[config.mk]
export PLATFORM = sky130hd
export DESIGN_NAME = line_token_lexer
export DESIGN_NICKNAME = d
export VERILOG_FILES = /design/src/sv/llex_pkg.sv /design/src/sv/llex_core.sv /design/src/sv/llex_outq.sv /design/src/sv/line_token_lexer.sv
export SDC_FILE = /design/constraint.sdc
export NUM_CORES = 1
export LEC_CHECK = 0
export ABC_AREA = 1
export BUFFER_PORTS_ARGS = -buffer_cell sky130_fd_sc_hd__clkbuf_2
export CORE_ASPECT_RATIO = 1.5
export CORE_MARGIN = 2
export CORE_UTILIZATION = 54
export DETAILED_ROUTE_END_ITERATION = 16
export PLACE_DENSITY_LB_ADDON = 0.05
export SYNTH_ARGS = -nofsm -noshare
export SYNTH_HDL_FRONTEND = slang
export SYNTH_SLANG_ARGS = --single-unit
[constraint.sdc]
create_clock -name clk -period 6 [get_ports clk]
set_clock_uncertainty 0.05 [all_clocks]
set_input_delay 0.9 -clock clk [delete_from_list [all_inputs] [get_ports clk]]
set_output_delay 0.9 -clock clk [all_outputs]
set_load 0.01 [all_outputs]
[src/sv/llex_pkg.sv]
// Shared types and constants for the line token lexer.
package llex_pkg;

	// Line and line count limits.
	localparam int MaxLine  = 4096;
	localparam int MaxLines = 65536;

	// Fixed field widths of the result word.
	localparam int PosW  = 12;
	localparam int LineW = 16;

	// Saturation limits for character position and line index.
	localparam logic [PosW-1:0]  PosCap  = PosW'((MaxLine - 1 > 4095) ? 4095 : MaxLine - 1);
	localparam logic [LineW-1:0] LineCap =
		LineW'((MaxLines - 1 > 65535) ? 65535 : MaxLines - 1);

	// Result queue geometry.
	localparam int QDepth = 4;
	localparam int QPtrW  = $clog2(QDepth);
	localparam int QCntW  = $clog2(QDepth + 1);

	// Result kinds as seen on the output channel.
	typedef enum logic [2:0] {
		KIdent  = 3'd0,
		KNumber = 3'd1,
		KOper   = 3'd2,
		KParen  = 3'd3,
		KEos    = 3'd4,
		KError  = 3'd5
	} kind_t;

	// One result word.
	typedef struct packed {
		kind_t             kind;
		logic [PosW-1:0]   start;
		logic [PosW-1:0]   len;
		logic [LineW-1:0]  line;
		logic              last;
	} result_t;

	// Results produced by one accepted word, in order.
	typedef struct packed {
		logic [1:0] n;
		result_t    r0;
		result_t    r1;
	} push_t;

endpackage

[src/sv/llex_core.sv]
// Character classification and the token state machine of the lexer.
module llex_core (
	input  logic                clk,
	input  logic                arst_n,
	input  logic                take,
	input  logic                mode,
	input  logic [7:0]          char_code,
	output llex_pkg::push_t     push
);

	typedef enum logic [2:0] {
		MStart  = 3'd0,
		MIdent  = 3'd1,
		MNumber = 3'd2,
		MOper   = 3'd3,
		MDrop   = 3'd4
	} lmode_t;

	typedef enum logic [2:0] {
		CSpace, COper, CParen, CDigit, CLetter, CDot, COther
	} cls_t;

	localparam logic [7:0] ChSpace  = 8'h20;
	localparam logic [7:0] ChTab    = 8'h09;
	localparam logic [7:0] ChEq     = 8'h3D;
	localparam logic [7:0] ChGt     = 8'h3E;
	localparam logic [7:0] ChLt     = 8'h3C;
	localparam logic [7:0] ChPlus   = 8'h2B;
	localparam logic [7:0] ChMinus  = 8'h2D;
	localparam logic [7:0] ChStar   = 8'h2A;
	localparam logic [7:0] ChSlash  = 8'h2F;
	localparam logic [7:0] ChLPar   = 8'h28;
	localparam logic [7:0] ChRPar   = 8'h29;
	localparam logic [7:0] ChLBrace = 8'h7B;
	localparam logic [7:0] ChRBrace = 8'h7D;
	localparam logic [7:0] ChDot    = 8'h2E;
	localparam logic [7:0] Ch0      = 8'h30;
	localparam logic [7:0] Ch9      = 8'h39;
	localparam logic [7:0] ChLowA   = 8'h61;
	localparam logic [7:0] ChLowZ   = 8'h7A;
	localparam logic [7:0] ChUpA    = 8'h41;
	localparam logic [7:0] ChUpZ    = 8'h5A;

	// Sort a character byte into its class.
	function automatic cls_t classify(input logic [7:0] c);
		cls_t r;
		if (c == ChSpace || c == ChTab) begin
			r = CSpace;
		end else if (c == ChEq || c == ChGt || c == ChLt || c == ChPlus || c == ChMinus ||
				c == ChStar || c == ChSlash) begin
			r = COper;
		end else if (c == ChLPar || c == ChRPar || c == ChLBrace || c == ChRBrace) begin
			r = CParen;
		end else if (c == ChDot) begin
			r = CDot;
		end else if (c >= Ch0 && c <= Ch9) begin
			r = CDigit;
		end else if ((c >= ChLowA && c <= ChLowZ) || (c >= ChUpA && c <= ChUpZ)) begin
			r = CLetter;
		end else begin
			r = COther;
		end
		return r;
	endfunction

	lmode_t                         mode_q, nxt_mode;
	logic [llex_pkg::PosW-1:0]      tb_q, nxt_tb;
	logic [llex_pkg::PosW-1:0]      cp_q, nxt_cp;
	logic [llex_pkg::LineW-1:0]     line_q, nxt_line;
	logic                           has_q, nxt_has;

	cls_t                           cls;
	logic                           a_v, b_v, rs, cont, ends, has_after;
	llex_pkg::kind_t                a_kind, b_kind;
	logic [llex_pkg::PosW-1:0]      b_start, b_len;
	llex_pkg::result_t              ra, rb;

	// Next state and the up to two results of the current word.
	always_comb begin
		cls       = classify(char_code);
		nxt_mode  = mode_q;
		nxt_tb    = tb_q;
		nxt_cp    = cp_q;
		nxt_line  = line_q;
		nxt_has   = has_q;
		a_v       = 1'b0;
		b_v       = 1'b0;
		rs        = 1'b0;
		cont      = 1'b0;
		ends      = 1'b0;
		has_after = has_q;
		b_kind    = llex_pkg::KError;
		b_start   = cp_q;
		b_len     = '0;
		unique case (mode_q)
			MIdent:  a_kind = llex_pkg::KIdent;
			MNumber: a_kind = llex_pkg::KNumber;
			default: a_kind = llex_pkg::KOper;
		endcase

		if (mode) begin
			// End of line: flush a token, then close the sentence.
			if (mode_q == MIdent || mode_q == MNumber || mode_q == MOper) begin
				a_v       = 1'b1;
				has_after = 1'b1;
			end
			if (mode_q != MDrop && has_after) begin
				b_v     = 1'b1;
				b_kind  = llex_pkg::KEos;
				b_start = '0;
			end
			nxt_mode = MStart;
			nxt_tb   = '0;
			nxt_cp   = '0;
			nxt_has  = 1'b0;
			if (line_q < llex_pkg::LineCap) begin
				nxt_line = line_q + 1'b1;
			end
		end else begin
			// Decide whether the character extends, ends or breaks the token.
			unique case (mode_q)
				MStart: begin
					rs = 1'b1;
				end
				MIdent: begin
					cont = (cls == CLetter || cls == CDigit);
					ends = (cls == CDot || cls == CSpace || cls == CParen || cls == COper);
				end
				MNumber: begin
					cont = (cls == CDigit || cls == CDot);
					ends = (cls == CSpace || cls == CParen || cls == CLetter || cls == COper);
				end
				MOper: begin
					cont = (cls == COper);
					ends = (cls == CSpace || cls == CParen || cls == CDigit || cls == CLetter);
				end
				default: begin
				end
			endcase
			if (mode_q == MIdent || mode_q == MNumber || mode_q == MOper) begin
				if (ends) begin
					a_v     = 1'b1;
					nxt_has = 1'b1;
					rs      = 1'b1;
				end else if (!cont) begin
					b_v      = 1'b1;
					nxt_mode = MDrop;
				end
			end
			// Process the character again from the start state.
			if (rs) begin
				unique case (cls)
					CSpace: nxt_mode = MStart;
					COper: begin
						nxt_mode = MOper;
						nxt_tb   = cp_q;
					end
					CDigit: begin
						nxt_mode = MNumber;
						nxt_tb   = cp_q;
					end
					CLetter: begin
						nxt_mode = MIdent;
						nxt_tb   = cp_q;
					end
					CParen: begin
						b_v      = 1'b1;
						b_kind   = llex_pkg::KParen;
						b_len    = llex_pkg::PosW'(1);
						nxt_has  = 1'b1;
						nxt_mode = MStart;
					end
					default: begin
						b_v      = 1'b1;
						nxt_mode = MDrop;
					end
				endcase
			end
			if (cp_q < llex_pkg::PosCap) begin
				nxt_cp = cp_q + 1'b1;
			end
		end

		ra.kind  = a_kind;
		ra.start = tb_q;
		ra.len   = cp_q - tb_q;
		ra.line  = line_q;
		ra.last  = !b_v;
		rb.kind  = b_kind;
		rb.start = b_start;
		rb.len   = b_len;
		rb.line  = line_q;
		rb.last  = 1'b1;

		// Pack the results in order, first slot first.
		push.n  = take ? ({1'b0, a_v} + {1'b0, b_v}) : 2'd0;
		push.r0 = a_v ? ra : rb;
		push.r1 = rb;
	end

	// Lexer state.
	always_ff @(posedge clk or negedge arst_n) begin
		if (!arst_n) begin
			mode_q <= MStart;
			tb_q   <= '0;
			cp_q   <= '0;
			line_q <= '0;
			has_q  <= 1'b0;
		end else if (take) begin
			mode_q <= nxt_mode;
			tb_q   <= nxt_tb;
			cp_q   <= nxt_cp;
			line_q <= nxt_line;
			has_q  <= nxt_has;
		end
	end

	// An end of line always returns the position to the line start.
	a_eol_pos: assert property (@(posedge clk) disable iff (!arst_n)
		(take && mode) |=> (cp_q == '0 && mode_q == MStart))
		else $error("position not cleared after end of line");

	// While dropping a line, characters give no result.
	a_drop_quiet: assert property (@(posedge clk) disable iff (!arst_n)
		(take && !mode && mode_q == MDrop) |-> (push.n == 2'd0))
		else $error("result produced while dropping a line");

endmodule

[src/sv/llex_outq.sv]
// Small result queue that takes up to two words a cycle and drains one while out_stall is low.
module llex_outq (
	input  logic                clk,
	input  logic                arst_n,
	input  llex_pkg::push_t     push,
	output logic                room,
	output logic                out_valid,
	input  logic                out_stall,
	output llex_pkg::result_t   out_res
);

	llex_pkg::result_t              mem_q [llex_pkg::QDepth];
	logic [llex_pkg::QPtrW-1:0]     head_q, tail_q, tail_nx;
	logic [llex_pkg::QCntW-1:0]     count_q;
	logic                           pop;

	// Handshake and read side.
	assign out_valid = (count_q != '0);
	assign pop       = out_valid && !out_stall;
	assign out_res   = mem_q[head_q];
	assign room      = (count_q <= llex_pkg::QCntW'(llex_pkg::QDepth - 2));
	assign tail_nx   = tail_q + 1'b1;

	// Storage, written in order at the tail.
	always_ff @(posedge clk) begin
		if (push.n != 2'd0) begin
			mem_q[tail_q] <= push.r0;
		end
		if (push.n == 2'd2) begin
			mem_q[tail_nx] <= push.r1;
		end
	end

	// Pointers and fill count.
	always_ff @(posedge clk or negedge arst_n) begin
		if (!arst_n) begin
			head_q  <= '0;
			tail_q  <= '0;
			count_q <= '0;
		end else begin
			tail_q  <= tail_q + llex_pkg::QPtrW'(push.n);
			if (pop) begin
				head_q <= head_q + 1'b1;
			end
			count_q <= count_q + llex_pkg::QCntW'(push.n) - llex_pkg::QCntW'(pop);
		end
	end

	a_no_over: assert property (@(posedge clk) disable iff (!arst_n)
		count_q <= llex_pkg::QCntW'(llex_pkg::QDepth))
		else $error("result queue overflow");

	// Words only arrive when two slots are free.
	a_push_room: assert property (@(posedge clk) disable iff (!arst_n)
		(push.n != 2'd0) |-> room)
		else $error("push into a full result queue");

	a_push_n: assert property (@(posedge clk) disable iff (!arst_n)
		push.n != 2'd3)
		else $error("bad push count");

endmodule

[src/sv/line_token_lexer.sv]
// Top level of the line token lexer: state machine feeding a result queue.
//
//   channel  direction  handshake           payload
//   in       input      in_valid/in_stall   mode, char_code
//   out      output     out_valid/out_stall token_kind, token_start, token_length,
//                                           line_number, last
//
// Each accepted word updates the lexer state in the same cycle and its results are
// written into the result queue registers, from which they leave in order. One word
// is taken per cycle while the four entry result queue has two free slots; a word
// yielding two results fills two slots while the queue drains one result at a time,
// so the queue drain sets the rate then. in_stall depends only on the queue fill.
// arst_n clears the lexer to the start state, line zero, and empties the queue.
module line_token_lexer (
	input  logic        clk,
	input  logic        arst_n,
	input  logic        in_valid,
	output logic        in_stall,
	input  logic        mode,
	input  logic [7:0]  char_code,
	output logic        out_valid,
	input  logic        out_stall,
	output logic [2:0]  token_kind,
	output logic [11:0] token_start,
	output logic [11:0] token_length,
	output logic [15:0] line_number,
	output logic        last
);

	logic               room, take;
	llex_pkg::push_t    push;
	llex_pkg::result_t  res;

	// Input acceptance.
	assign in_stall = !room;
	assign take     = in_valid && room;

	llex_core u_core (
		.clk       (clk),
		.arst_n    (arst_n),
		.take      (take),
		.mode      (mode),
		.char_code (char_code),
		.push      (push)
	);

	llex_outq u_outq (
		.clk       (clk),
		.arst_n    (arst_n),
		.push      (push),
		.room      (room),
		.out_valid (out_valid),
		.out_stall (out_stall),
		.out_res   (res)
	);

	// Output fields.
	assign token_kind   = 3'(res.kind);
	assign token_start  = res.start;
	assign token_length = res.len;
	assign line_number  = res.line;
	assign last         = res.last;

endmodule

==> flow_metrics.env <==
export IMPL_status="complete, no violations"
export IMPL_avgSynthCellArea_sq_um=8.72
export IMPL_slew_headroom=0.376
export IMPL_grt_pass1_vias=9346
export IMPL_clock_sinks=227
export IMPL_switching_power_uw=2410
export IMPL_wire_per_inst_um=18.6
export IMPL_min_period_over_period=0.743
export IMPL_hp_class="flop to flop"
export IMPL_preCtsSetupSlack_ns=1.11
export IMPL_setup_tns_ns=0
export IMPL_vias=9306
export IMPL_whs_endpoint="u_outq.mem_q[2][28]$_SDFFE_PP0P_"
export IMPL_cts_clk_slew_worst_paths_ns=0.06
export IMPL_power_leakage_uw=0.00519
export IMPL_ctsHoldBuffers=0
export IMPL_synth_top_area_frac=0.335
export IMPL_worst_slack_ns=1.54
export IMPL_ys_ff_latch=227
export IMPL_postCtsSetupRepairBufs=0
export IMPL_fp_row_count=65
export IMPL_nNetsFinal=1389
export IMPL_fp_dieH_um=183
export IMPL_io_pins=59
export IMPL_dp_hpwl_um=20500
export IMPL_synth_edf_count=128
export IMPL_grt_pass1_wl_um=48300
export IMPL_ys_types=47
export IMPL_fmax_mhz=224
export IMPL_fin_crit_ns=4.46
export IMPL_drtAntennaViolNets=0
export IMPL_setup_violations_final=0
export IMPL_critPathLaunchType="flop"
export IMPL_ir_drop_v=0.000349
export IMPL_holdCritStartpoint="u_outq.mem_q[2][28]$_SDFFE_PP0P_"
export IMPL_worst_path_max_fanout=36
export IMPL_max_cap_violations=0
export IMPL_worstSetupEndpointType="flop"
export IMPL_synth_nets=1350
export IMPL_die_area_sq_mm=0.0225
export IMPL_cts_tree="done"
export IMPL_path_class="flop to flop"
export IMPL_htreeDepth=1
export IMPL_rsz0062_at_grt="no"
export IMPL_numCtsBuffers=23
export IMPL_port_buffers=58
export IMPL_clk_latency_ns=0.52
export IMPL_synthArstFlopShare=0.225
export IMPL_power_share_clock=0.250
export IMPL_post_route_util=0.607
export IMPL_worst_pin_slew_ns=0.937
export IMPL_whs_path_depth=2
export IMPL_vias_per_cell=5.67
export IMPL_r2r_setup_slack_ns=1.54
export IMPL_syn_area_sq_mm=0.0115
export IMPL_fill_cells=1915
export IMPL_reg2reg_depth=17
export IMPL_cp_data_arrival_time_ns=4.63
export IMPL_yosysSeqAreaShare=0.529
export IMPL_antenna_found_initial=0
export IMPL_dr_pass1_iters=6
export IMPL_track_usage=0.278
export IMPL_wirelength_um=30600
export IMPL_grt_start_max_net_pins=91
export IMPL_netlist_instances=1317
export IMPL_yosysWarnings=0
export IMPL_synth_most_common_cell="nand2_1"
export IMPL_drt_iter0_drc=664
export IMPL_swShare=0.407
export IMPL_cts_max_path_buffers=3
export IMPL_cts_root_buf="clkbuf_16"
export IMPL_p_seq_frac=0.341
export IMPL_drive_gt1_frac=0.134
export IMPL_ctsResizeCount=0
export IMPL_synthFlopType="edfxtp_1"
export IMPL_netlist_top_cells_area="edfxtp_1 (33%), dfrtp_1 (11%), dfxtp_1 (8.4%)"
export IMPL_diodes=0
export IMPL_netlist_top_cells_count="nand2_1 (224), nor2_1 (199), o21ai_0 (133)"
export IMPL_r2r_end="u_outq.mem_q[1][41]$_DFFE_PP_"
export IMPL_p_per_area_mw_per_mm2=465
export IMPL_initial_core_util=0.547
export IMPL_synth_top_cell_by_area="edfxtp_1"
export IMPL_timing_final_hold_violations=0
export IMPL_place_gp_congestion=0.875
export IMPL_pwr_share_comb=0.409
export IMPL_die_w_um=123
export IMPL_final_max_slew_viol_count=0
export IMPL_drc=0
export IMPL_grt_overflow_total=0
export IMPL_timing_rr_start="u_core.mode_q[0]$_DFFE_PN0P_"
export IMPL_critical_path_required_ns=6.17
export IMPL_syn_to_final_growth_pct=10.9
export IMPL_coreArea_sq_mm=0.0210
export IMPL_p_int_uw=3510
## cells in the final DEF, fill, tap and decap left out, types with 2 or more instances in the layout
master     netlist  layout
nor3_1          12      12
inv_1           91      91
nor2_4           3       3
nand3_2         10      10
clkinv_2         0       4
dfrtp_1         51      50
xor2_1          26      26
buf_4            2      16
nand2_2          6       6
nor2_1         199     199
dfxtp_1         48      48
edfxtp_1       128     128
inv_6            1       2
xnor2_1          2       2
inv_2           17      18
or2_2            4       4
nand2_4         10      10
o21ai_1         64      64
clkbuf_2         0      59
clkinv_1         4       3
clkbuf_1        46       4
nand3_4          4       4
ha_1            18      18
nor3b_1          2       2
o21ai_0        133     133
clkbuf_16        0      26
fa_1             2       2
o21ai_2          5       5
nand4_1          6       6
nand2_1        224     224
nor2_2           6       6
o22ai_1         49      49
a21oi_1         27      27
nor4_1           3       3
clkbuf_8         0       4
nand3_1         91      91
## flip-flops by register name, summed over array words and instances, names as in the netlist
register / count
u_outq.mem_q: 176
u_core.line_q: 16
u_core.cp_q: 12
u_core.tb_q: 12
u_core.mode_q: 3
u_outq.count_q: 3
u_outq.head_q: 2
u_outq.tail_q: 2
u_core.has_q: 1
## critical path, stage by stage, from the launching register on
cell and delay, ns:
dfrtp_1 0.42, nor3_1 0.40, inv_1 0.22, nand2_1 0.12, nand4_1 0.10, nand2_2 0.13
nand2_4 0.07, inv_6 0.15, nand2_8 0.23, ha_1 0.41, inv_1 0.07, nor2_1 0.06
nor2_1 0.20, inv_2 0.07, nand2_1 0.37, clkinv_1 0.68, nand3_1 0.29, o21ai_0 0.12
## cells by family (layout without fill, tap and decap cells)
group / Yosys count / count (layout) / synth area share
compound gates: 285 / 285 / 0.134
buf+inv: 173 / 229 / 0.0623
fa+ha+maj: 20 / 20 / 0.0231
simple gates: 584 / 584 / 0.230
flops: 227 / 227 / 0.529
xor+xnor: 28 / 28 / 0.0213
## metal layers
metal,part of all wire,global-route usage,wire (um)
met3,0.033,0.0234,1020
met5,0,0,0
met2,0.55,0.527,16800
met4,0.038,0.110,1150
met1,0.38,0.314,11600
## power by group through the flow
stage               combinational (uW)  clock (uW)  sequential (uW)
floorplan                         1670           0             2000
global placement                  2420           0             2040
detailed placement                2430           0             2050
CTS                               2440        1500             2010
global route                      2720        1560             2040
finish                            2420        1480             2020
## layout make-up
class | instances | area [sq um] | share of cell area
Sequential cell | 227 | 6080 | 0.477
Multi-Input combinational cell | 917 | 4690 | 0.368
Clock buffer | 35 | 726 | 0.0570
Inverter | 113 | 429 | 0.0337
Timing Repair Buffer | 74 | 410 | 0.0322
Tap cell | 268 | 335 | 0.0263
Clock inverter | 7 | 67.6 | 0.00530
## worst max path at each step
stage	startpoint	end	slack (ns)	depth (start not counted)
detailed placement	char_code[1]	u_outq.mem_q[1][41]$_DFFE_PP_	1.11	21
floorplan	char_code[1]	u_outq.mem_q[3][25]$_SDFFE_PP0N_	1.57	23
finish	u_core.mode_q[0]$_DFFE_PN0P_	u_outq.mem_q[1][41]$_DFFE_PP_	1.54	17
global route	char_code[1]	u_outq.mem_q[1][41]$_DFFE_PP_	1.20	24
global placement	char_code[1]	u_outq.mem_q[1][39]$_DFFE_PP_	1.22	23
CTS	char_code[1]	u_outq.mem_q[1][41]$_DFFE_PP_	1.61	21
## per-stage QoR
stage               power (uW)  area [sq um]  hold WS (ns)  cells
floorplan                 3680         11500         0.371   1317
global placement          4450         11900         0.383   1599
detailed placement        4480         11900         0.384   1599
CTS                       5960         12700         0.401   1641
global route              6320         12700         0.417   1641
finish                    5920         12700         0.401   1641
Power figures use the tool's default switching activity.
